File: src/sv/tcdb_pkg.sv
// ----------------------------------------------------------------------------
// tcdb_pkg
// Types and constants shared by the traction command to DCC bridge.
// ----------------------------------------------------------------------------
package tcdb_pkg;

    localparam int ALIAS_ENTRIES_DEF = 16;

    localparam int ALIAS_W     = 12;
    localparam int NODE_W      = 48;
    localparam int ENTRY_W     = ALIAS_W + NODE_W;
    localparam int CFG_INDEX_W = 2;
    localparam int CFG_DATA_W  = 48;
    localparam int MAG_W       = 24;
    localparam int ACC_W       = 56;

    localparam logic [NODE_W-1:0] PREFIX_MASK      = 48'hFFFF_FFFF_0000;
    localparam logic [15:0]       FULL_SPEED_RESET = 16'd10240;
    localparam logic [31:0]       STEP_SCALE_RESET = 32'd3303014;

    localparam logic [6:0]  MAX_STEP     = 7'd126;
    localparam logic [23:0] MAX_FUNCTION = 24'd28;

    localparam logic [3:0] MIN_LEN_DEF   = 4'd6;
    localparam logic [3:0] MIN_LEN_CMD   = 4'd3;
    localparam logic [3:0] MIN_LEN_SPEED = 4'd5;
    localparam logic [3:0] MIN_LEN_FUNC  = 4'd8;

    localparam logic [7:0] OP_SPEED    = 8'd0;
    localparam logic [7:0] OP_FUNCTION = 8'd1;
    localparam logic [7:0] OP_ESTOP    = 8'd2;

    // half float exponent codes
    localparam logic [4:0] EXP_SPECIAL = 5'h1F;
    localparam logic [4:0] EXP_SAT     = 5'd23;
    localparam logic [4:0] EXP_UNIT    = 5'd9;

    typedef enum logic [1:0] {
        CMD_ALIAS_DEF   = 2'd0,
        CMD_ALIAS_RESET = 2'd1,
        CMD_TRACTION    = 2'd2,
        CMD_UNUSED      = 2'd3
    } cmd_t;

    typedef enum logic [1:0] {
        ACT_NONE     = 2'd0,
        ACT_SPEED    = 2'd1,
        ACT_FUNCTION = 2'd2,
        ACT_ESTOP    = 2'd3
    } action_t;

    typedef enum logic [CFG_INDEX_W-1:0] {
        REG_ENABLE       = 2'd0,
        REG_TRAIN_PREFIX = 2'd1,
        REG_FULL_SPEED   = 2'd2,
        REG_STEP_SCALE   = 2'd3
    } cfg_reg_t;

    typedef enum logic [2:0] {
        ST_IDLE,
        ST_SCAN,
        ST_MUL_LO,
        ST_MUL_HI,
        ST_FINISH
    } state_t;

    typedef struct packed {
        logic [1:0]         cmd;
        logic [3:0]         payload_length;
        logic [ALIAS_W-1:0] source_alias;
        logic [NODE_W-1:0]  node_id;
        logic [ALIAS_W-1:0] dest_alias;
        logic [7:0]         operation;
        logic [15:0]        speed_half;
        logic [23:0]        function_number;
        logic [15:0]        function_value;
    } in_item_t;

    typedef struct packed {
        logic        handled;
        logic [1:0]  action;
        logic [13:0] dcc_address;
        logic [6:0]  speed_step;
        logic        forward;
        logic [4:0]  function_index;
        logic        function_on;
    } out_item_t;

endpackage

File: src/sv/traction_command_to_dcc_bridge.sv
// ----------------------------------------------------------------------------
// traction_command_to_dcc_bridge
// Maps bus aliases to node IDs and turns traction commands for DCC train
// nodes into speed, function and emergency stop actions. Each transaction
// that touches the alias table walks the table one entry per cycle through a
// single read port, then runs the speed scaling through one 24x16 multiplier
// in two passes. Such a transaction goes from acceptance through the scan,
// the low and the high multiply pass and the finish state, and the next one
// is taken only once the block is back in idle; transactions that skip the
// table (short definitions, unused command, disabled or short traction
// commands) go from acceptance straight to the finish state. The table has
// valid flops per entry, so it is usable right after reset with no clearing
// pass. Results sit in an output register, so a new transaction may start
// while the previous result waits to be taken.
// ----------------------------------------------------------------------------
module traction_command_to_dcc_bridge
    import tcdb_pkg::*;
#(
    parameter int ALIAS_ENTRIES = ALIAS_ENTRIES_DEF
)
(
    input  logic                   clk,
    input  logic                   rst_n,
    input  logic                   cfg_we,
    input  logic [CFG_INDEX_W-1:0] cfg_index,
    input  logic [CFG_DATA_W-1:0]  cfg_data,
    input  logic                   in_valid,
    output logic                   in_ready,
    input  in_item_t               in_data,
    output logic                   out_valid,
    input  logic                   out_ready,
    output out_item_t              out_data
);

    localparam int IDX_W = (ALIAS_ENTRIES > 1) ? $clog2(ALIAS_ENTRIES) : 1;
    localparam int CNT_W = IDX_W + 1;
    localparam logic [IDX_W-1:0] LAST_IDX    = IDX_W'(ALIAS_ENTRIES - 1);
    localparam logic [CNT_W-1:0] ENTRY_COUNT = CNT_W'(ALIAS_ENTRIES);
    localparam logic [ACC_W:0]   ROUND_BIAS  = (ACC_W+1)'(1) << 35;

    // half float magnitude in Q8.16, saturated
    function automatic logic [MAG_W-1:0] half_mag(input logic [15:0] h);
        logic [4:0]       e;
        logic [MAG_W-1:0] m;
        logic [MAG_W-1:0] v;
        e = h[14:10];
        m = {13'b0, 1'b1, h[9:0]};
        if (e == 5'd0)
        begin
            v = {22'b0, h[9:8]};
        end
        else if (e >= EXP_SAT)
        begin
            v = '1;
        end
        else if (e >= EXP_UNIT)
        begin
            v = m << (e - EXP_UNIT);
        end
        else
        begin
            v = m >> (EXP_UNIT - e);
        end
        return v;
    endfunction

    // configuration
    logic              enable_reg;
    logic [NODE_W-1:0] train_prefix_reg;
    logic [15:0]       full_speed_reg;
    logic [31:0]       step_scale_reg;

    always_ff @(posedge clk or negedge rst_n)
    begin
        if (!rst_n)
        begin
            enable_reg       <= 1'b0;
            train_prefix_reg <= '0;
            full_speed_reg   <= FULL_SPEED_RESET;
            step_scale_reg   <= STEP_SCALE_RESET;
        end
        else if (cfg_we)
        begin
            case (cfg_index)
                REG_ENABLE:       enable_reg       <= cfg_data[0];
                REG_TRAIN_PREFIX: train_prefix_reg <= cfg_data[NODE_W-1:0];
                REG_FULL_SPEED:   full_speed_reg   <= cfg_data[15:0];
                REG_STEP_SCALE:   step_scale_reg   <= cfg_data[31:0];
                default:          enable_reg       <= enable_reg;
            endcase
        end
    end

    // alias table
    logic [ENTRY_W-1:0]       entry_mem [ALIAS_ENTRIES];
    logic [ENTRY_W-1:0]       rd_entry_reg;
    logic [IDX_W-1:0]         rd_addr;
    logic                     mem_we;
    logic [IDX_W-1:0]         mem_waddr;
    logic [ENTRY_W-1:0]       mem_wdata;
    logic [ALIAS_ENTRIES-1:0] valid_reg;
    logic [ALIAS_ENTRIES-1:0] valid_next;

    always_ff @(posedge clk)
    begin
        if (mem_we)
        begin
            entry_mem[mem_waddr] <= mem_wdata;
        end
        rd_entry_reg <= entry_mem[rd_addr];
    end

    // sequencer and datapath registers
    state_t            state_reg, state_next;
    in_item_t          item_reg, item_next;
    logic [ALIAS_W-1:0] key_reg, key_next;
    logic [MAG_W-1:0]  mag_reg, mag_next;
    logic [CNT_W-1:0]  scan_cnt_reg, scan_cnt_next;
    logic              cmp_vld_reg, cmp_vld_next;
    logic [IDX_W-1:0]  cmp_idx_reg, cmp_idx_next;
    logic              found_reg, found_next;
    logic [IDX_W-1:0]  found_idx_reg, found_idx_next;
    logic [NODE_W-1:0] node_reg, node_next;
    logic              free_found_reg, free_found_next;
    logic [IDX_W-1:0]  free_idx_reg, free_idx_next;
    logic [ACC_W-1:0]  acc_reg, acc_next;
    logic              out_valid_reg, out_valid_next;
    out_item_t         out_data_reg, out_data_next;

    logic              accept;
    logic              needs_scan;
    logic              scan_last;
    logic              fin_go;
    logic              hit;
    logic [MAG_W-1:0]  dec_mag;
    logic [MAG_W-1:0]  mag_lim;
    logic [15:0]       mul_b;
    logic [39:0]       prod;
    logic [ACC_W:0]    round_sum;
    logic [20:0]       step_wide;
    logic [6:0]        step;
    logic              is_nan;
    logic              train_ok;
    logic              cmd_ok;
    out_item_t         result;

    assign accept    = in_valid && in_ready;
    assign scan_last = cmp_vld_reg && (cmp_idx_reg == LAST_IDX);
    assign hit       = cmp_vld_reg && valid_reg[cmp_idx_reg]
                       && (rd_entry_reg[ENTRY_W-1:NODE_W] == key_reg);

    always_comb
    begin
        needs_scan = 1'b0;
        case (in_data.cmd)
            CMD_ALIAS_DEF:   needs_scan = (in_data.payload_length >= MIN_LEN_DEF);
            CMD_ALIAS_RESET: needs_scan = 1'b1;
            CMD_TRACTION:    needs_scan = enable_reg
                                          && (in_data.payload_length >= MIN_LEN_CMD);
            default:         needs_scan = 1'b0;
        endcase
    end

    // next state
    always_comb
    begin
        state_next = state_reg;
        case (state_reg)
            ST_IDLE:
            begin
                if (in_valid)
                begin
                    state_next = needs_scan ? ST_SCAN : ST_FINISH;
                end
            end
            ST_SCAN:
            begin
                if (scan_last)
                begin
                    state_next = ST_MUL_LO;
                end
            end
            ST_MUL_LO: state_next = ST_MUL_HI;
            ST_MUL_HI: state_next = ST_FINISH;
            ST_FINISH:
            begin
                if (!out_valid_reg || out_ready)
                begin
                    state_next = ST_IDLE;
                end
            end
            default:   state_next = ST_IDLE;
        endcase
    end

    // sequencer outputs
    always_comb
    begin
        in_ready = 1'b0;
        fin_go   = 1'b0;
        case (state_reg)
            ST_IDLE:   in_ready = 1'b1;
            ST_FINISH: fin_go   = !out_valid_reg || out_ready;
            default:   in_ready = 1'b0;
        endcase
    end

    // speed scaling through one shared 24x16 multiplier
    assign mul_b     = (state_reg == ST_MUL_HI) ? step_scale_reg[31:16]
                                                : step_scale_reg[15:0];
    assign prod      = mag_reg * mul_b;
    assign round_sum = {1'b0, acc_reg} + ROUND_BIAS;
    assign step_wide = round_sum[ACC_W:36];
    assign step      = (step_wide > 21'(MAX_STEP)) ? MAX_STEP : step_wide[6:0];

    assign dec_mag = half_mag(in_data.speed_half);
    assign mag_lim = {full_speed_reg, 8'b0};

    assign is_nan   = (item_reg.speed_half[14:10] == EXP_SPECIAL)
                      && (item_reg.speed_half[9:0] != 10'd0);
    assign train_ok = ((node_reg & PREFIX_MASK) == train_prefix_reg)
                      && (node_reg[13:0] != 14'd0);
    assign cmd_ok   = (item_reg.cmd == CMD_TRACTION) && enable_reg
                      && (item_reg.payload_length >= MIN_LEN_CMD)
                      && found_reg && train_ok;

    always_comb
    begin
        result = '0;
        if (cmd_ok)
        begin
            case (item_reg.operation)
                OP_SPEED:
                begin
                    if ((item_reg.payload_length >= MIN_LEN_SPEED) && !is_nan)
                    begin
                        result.handled     = 1'b1;
                        result.action      = ACT_SPEED;
                        result.dcc_address = node_reg[13:0];
                        result.speed_step  = step;
                        result.forward     = !item_reg.speed_half[15];
                    end
                end
                OP_FUNCTION:
                begin
                    if (item_reg.payload_length >= MIN_LEN_FUNC)
                    begin
                        result.handled     = 1'b1;
                        result.dcc_address = node_reg[13:0];
                        if (item_reg.function_number <= MAX_FUNCTION)
                        begin
                            result.action         = ACT_FUNCTION;
                            result.function_index = item_reg.function_number[4:0];
                            result.function_on    = (item_reg.function_value != 16'd0);
                        end
                    end
                end
                OP_ESTOP:
                begin
                    result.handled     = 1'b1;
                    result.action      = ACT_ESTOP;
                    result.dcc_address = node_reg[13:0];
                    result.forward     = 1'b1;
                end
                default:
                begin
                    result = '0;
                end
            endcase
        end
    end

    // datapath next values
    always_comb
    begin
        item_next       = item_reg;
        key_next        = key_reg;
        mag_next        = mag_reg;
        scan_cnt_next   = scan_cnt_reg;
        cmp_vld_next    = 1'b0;
        cmp_idx_next    = cmp_idx_reg;
        found_next      = found_reg;
        found_idx_next  = found_idx_reg;
        node_next       = node_reg;
        free_found_next = free_found_reg;
        free_idx_next   = free_idx_reg;
        acc_next        = acc_reg;
        valid_next      = valid_reg;
        out_valid_next  = out_valid_reg && !out_ready;
        out_data_next   = out_data_reg;
        rd_addr         = scan_cnt_reg[IDX_W-1:0];
        mem_we          = 1'b0;
        mem_waddr       = found_idx_reg;
        mem_wdata       = {key_reg, item_reg.node_id};

        if (accept)
        begin
            item_next       = in_data;
            key_next        = (in_data.cmd == CMD_TRACTION) ? in_data.dest_alias
                                                            : in_data.source_alias;
            mag_next        = (dec_mag > mag_lim) ? mag_lim : dec_mag;
            scan_cnt_next   = '0;
            found_next      = 1'b0;
            free_found_next = 1'b0;
        end

        if (state_reg == ST_SCAN)
        begin
            if (scan_cnt_reg < ENTRY_COUNT)
            begin
                cmp_vld_next  = 1'b1;
                cmp_idx_next  = scan_cnt_reg[IDX_W-1:0];
                scan_cnt_next = scan_cnt_reg + CNT_W'(1);
            end
            // compare stage, in the cycle after the read address is given
            if (hit && !found_reg)
            begin
                found_next     = 1'b1;
                found_idx_next = cmp_idx_reg;
                node_next      = rd_entry_reg[NODE_W-1:0];
            end
            if (cmp_vld_reg && !valid_reg[cmp_idx_reg] && !free_found_reg)
            begin
                free_found_next = 1'b1;
                free_idx_next   = cmp_idx_reg;
            end
        end

        if (state_reg == ST_MUL_LO)
        begin
            acc_next = {16'b0, prod};
        end
        else if (state_reg == ST_MUL_HI)
        begin
            acc_next = acc_reg + {prod, 16'b0};
        end

        if (fin_go)
        begin
            out_valid_next = 1'b1;
            out_data_next  = result;
            if ((item_reg.cmd == CMD_ALIAS_DEF)
                && (item_reg.payload_length >= MIN_LEN_DEF))
            begin
                if (found_reg)
                begin
                    mem_we = 1'b1;
                end
                else if (free_found_reg)
                begin
                    mem_we                   = 1'b1;
                    mem_waddr                = free_idx_reg;
                    valid_next[free_idx_reg] = 1'b1;
                end
            end
            else if ((item_reg.cmd == CMD_ALIAS_RESET) && found_reg)
            begin
                valid_next[found_idx_reg] = 1'b0;
            end
        end
    end

    always_ff @(posedge clk or negedge rst_n)
    begin
        if (!rst_n)
        begin
            state_reg      <= ST_IDLE;
            scan_cnt_reg   <= '0;
            cmp_vld_reg    <= 1'b0;
            found_reg      <= 1'b0;
            free_found_reg <= 1'b0;
            valid_reg      <= '0;
            out_valid_reg  <= 1'b0;
        end
        else
        begin
            state_reg      <= state_next;
            scan_cnt_reg   <= scan_cnt_next;
            cmp_vld_reg    <= cmp_vld_next;
            found_reg      <= found_next;
            free_found_reg <= free_found_next;
            valid_reg      <= valid_next;
            out_valid_reg  <= out_valid_next;
        end
    end

    always_ff @(posedge clk)
    begin
        item_reg      <= item_next;
        key_reg       <= key_next;
        mag_reg       <= mag_next;
        cmp_idx_reg   <= cmp_idx_next;
        found_idx_reg <= found_idx_next;
        node_reg      <= node_next;
        free_idx_reg  <= free_idx_next;
        acc_reg       <= acc_next;
        out_data_reg  <= out_data_next;
    end

    assign out_valid = out_valid_reg;
    assign out_data  = out_data_reg;

    // checks
    a_unhandled_empty: assert property (@(posedge clk) disable iff (!rst_n)
        out_valid && !out_data.handled
        |-> out_data.action == ACT_NONE && out_data.dcc_address == 14'd0)
        else $error("unhandled result carries an action or address");

    a_step_range: assert property (@(posedge clk) disable iff (!rst_n)
        out_valid |-> out_data.speed_step <= MAX_STEP)
        else $error("speed step above maximum");

    a_busy_after_accept: assert property (@(posedge clk) disable iff (!rst_n)
        in_valid && in_ready |=> !in_ready)
        else $error("ready while a transaction is in progress");

    a_finish_waits: assert property (@(posedge clk) disable iff (!rst_n)
        state_reg == ST_FINISH && out_valid_reg && !out_ready
        |=> state_reg == ST_FINISH && out_valid_reg)
        else $error("result overwritten while output stalled");

endmodule

File: config.mk
export PLATFORM = sky130hd
export DESIGN_NAME = traction_command_to_dcc_bridge
export DESIGN_NICKNAME = d
export VERILOG_FILES = /design/src/sv/tcdb_pkg.sv /design/src/sv/traction_command_to_dcc_bridge.sv
export SDC_FILE = /design/constraint.sdc
export NUM_CORES = 2
export LEC_CHECK = 0
export BUFFER_PORTS_ARGS = -buffer_cell sky130_fd_sc_hd__buf_2
export CAP_MARGIN = 10
export CORE_AREA = 2 2 495 497
export CTS_BUF_LIST = sky130_fd_sc_hd__clkbuf_8
export CTS_CLUSTER_SIZE = 12
export DETAILED_ROUTE_END_ITERATION = 10
export DIE_AREA = 0 0 497 499
export MAX_ROUTING_LAYER = met4
export SYNTH_ARGS = -nofsm -noshare
export SYNTH_HDL_FRONTEND = slang
export SYNTH_SLANG_ARGS = --single-unit
File: constraint.sdc
create_clock -name clk -period 10.32 [get_ports clk]
set_input_delay 0.516 -clock clk [delete_from_list [all_inputs] [get_ports clk]]
set_output_delay 0.516 -clock clk [all_outputs]
set_load 0.01 [all_outputs]
==> results.sh <==
export IMPL_setup_tns_ns=0
export IMPL_synth_edf_count=1193
export IMPL_synth_flop_cell="edfxtp_1"
export IMPL_arrival_ns=10.56
export IMPL_ys_seq_elements=1392
export IMPL_r2r_cells=33
export IMPL_route_met3_wl_microns=7400
export IMPL_syn_mean_instance_area_sq_um=15.6
export IMPL_post_cts_buffers=0
export IMPL_die_area_sq_mm=0.248
export IMPL_yosys_warnings=0
export IMPL_path_class="flop to flop"
export IMPL_largest_reg_flops=928
export IMPL_grt_antenna_before_repair=17
export IMPL_hold_viol_final=0
export IMPL_fp_dieH_microns=499
export IMPL_rsz0062_at_grt="false"
export IMPL_status="finished clean"
export IMPL_startpoint_type="flop"
export IMPL_layout_commonest_cell="edfxtp_1"
export IMPL_yosysUniqueCellTypes=82
export IMPL_slew_headroom_pct=20.3
export IMPL_grt_pass1_vias=40340
export IMPL_worstSkewPairLatency_ns=0.98
export IMPL_max_freq_mhz=103
export IMPL_gr_total_overflow=0
export IMPL_finalSetupViolCount=0
export IMPL_io_pins=230
export IMPL_clkTransAtPathRegs_ns=0.07
export IMPL_final_cell_mix="edfxtp_1 (1193), inv_1 (460), nand2_1 (367)"
export IMPL_antenna_left=0
export IMPL_nets=5503
export IMPL_rows=181
export IMPL_drtPass1Iterations=5
export IMPL_maxCapViolCount=0
export IMPL_drt_iter0_markers=2980
export IMPL_cp_end_kind="flop"
export IMPL_timing_final_ws_setup_ns=0.583
export IMPL_cts_tree="done"
export IMPL_synth_seq_area_share_pct=59.9
export IMPL_drc=0
export IMPL_stdcell_count=8224
export IMPL_cpMostUsedCell="fa_1"
export IMPL_fin_skew_ns=0.0667
export IMPL_dr_wl_met2_microns=85900
export IMPL_place_ws_ns=0.537
export IMPL_syn_to_final_growth_pct=16.7
export IMPL_async_flop_share_pct=8.98
export IMPL_htreeDepth=4
export IMPL_cts_root_buf="clkbuf_8"
export IMPL_crit_fanout=17
export IMPL_clk_path_buf_depth=3
export IMPL_cp_slowest_stage_delay_ns=0.57
export IMPL_vias_per_cell=4.65
export IMPL_cts_buffers=210
export IMPL_routed_top_layer="met4"
export IMPL_initial_core_util_pct=27.8
export IMPL_layout_drive_gt1_share_pct=21.5
export IMPL_holdPathStages=2
export IMPL_synthesis_area_sq_mm=0.0675
export IMPL_r2r_end="acc_reg[46]"
export IMPL_clock_sinks=1392
export IMPL_hpwl_microns=106000
export IMPL_cpMaxStageDelayCell="fa_1"
export IMPL_worst_pin_slew_ns=1.19
export IMPL_avgRoutedWirePerCell_microns=20.5
export IMPL_place_congestion=0.858
export IMPL_via_count=38275
export IMPL_slew_viol_final=0
export IMPL_core_sq_mm=0.243
export IMPL_grt_pass1_wl_microns=254000
export IMPL_grt_max_degree=153
export IMPL_min_period_ns=9.74
export IMPL_drt_met1_wl_microns=68900
export IMPL_fin_crit_sh_pct=94.4
export IMPL_die_w_microns=497
export IMPL_syn_instance_count=4330
export IMPL_min_delay_worst_endpoint="train_prefix_reg[0]"
export IMPL_dp_cells=7624
export IMPL_wl_microns=168000
export IMPL_syn_nets=5010
export IMPL_fin_util_pct=32.5
export IMPL_required_ns=11.14
export IMPL_hold_start="cfg_data[0]"
export IMPL_portBuffers=227
export IMPL_rrSetupSlack_ns=0.58
export IMPL_hp_class="input pin to flop"
export IMPL_grt_usage_pct=13.9
export IMPL_r2r_start="state_reg[1]"
## cell families after synthesis
kind of cell             count (synthesis)  share of synthesized area, %
flip-flops                            1392                          59.9
AND/OR/NAND/NOR                        862                          6.13
buffers and inverters                  588                          3.35
adder cells (fa/ha/maj)                483                          12.4
multiplexers                           465                          12.8
AO/OA/AOI/OAI                          414                          3.83
XOR/XNOR                               126                          1.65
## cell usage after synthesis (all sizes together) (30+ instances only)
master     n  share of area (%)
inv      403                2.2
fa       307                9.1
xnor2     72               0.95
mux2     150                2.6
dfrtp    112                4.2
mux4     298                9.9
a21o      55               0.61
o21ai    101               0.75
nand2    368                2.0
buf       32               0.26
edfxtp  1193                 53
nand4     30               0.28
and2     167                1.5
nor3      31               0.23
nor2     117               0.65
xor2      54               0.70
ha       176                3.3
dfxtp     74                2.2
clkbuf   153               0.85
a21oi    129               0.96
nand3     34               0.25
## layer usage
metal / GRT usage (%) / vias to the layer above
li1: - / 16906
met1: 16.8 / 20082
met2: 23.7 / 1012
met3: 2.06 / 275
met4: 4.93 / 0
met5: - / -
## what timing repair did
action                                  CTS  global route
resized for setup                         0             3
hold buffers                            189             0
endpoints found under the setup margin    0             4
hold endpoints to repair                274             0
## final cells by class
class                      instances  area [sq um]
clock inverter                   169          1240
clock buffer                     226          3110
timing repair buffer             466          3430
sequential                      1392         40500
antenna                           16          40.0
fill                           23548        164000
tap                             3202          4010
multi-input combinational       2350         25000
inverter                         403          1520
## worst max-delay path: cells and delay by family, from the launching register on
kind	cells	cell delay (ns)
adder cells (fa/ha/maj)	8	3.72
AO/OA/AOI/OAI	13	2.81
AND/OR/NAND/NOR	6	1.33
multiplexers	1	0.56
buffers and inverters	4	0.52
flip-flops	1	0.46
XOR/XNOR	1	0.20
## per-stage QoR
stage | hold WS, ns | instance area (sq um)
floorplan | 0.220 | 67500
global placement | 0.388 | 72500
CTS | 0.0150 | 78700
global route | 0.0415 | 78800
detailed placement | 0.390 | 72500
finish | 0.144 | 78800
## worst max-delay path by stage
stage	end	start	cells past startpoint	slack (ns)
3_5_place_dp	acc_reg[46]	state_reg[1]	36	0.54
5_1_grt	acc_reg[46]	state_reg[1]	34	0.01
4_1_cts	acc_reg[46]	state_reg[1]	36	0.46
6_report	acc_reg[46]	state_reg[1]	33	0.58
3_3_place_gp	acc_reg[46]	state_reg[1]	36	0.58
2_1_floorplan	acc_reg[46]	state_reg[2]	40	0.47
Power is left out: the tool's default activity adds up to more than one toggle a clock period on the data nets, which glitch-free logic cannot reach.
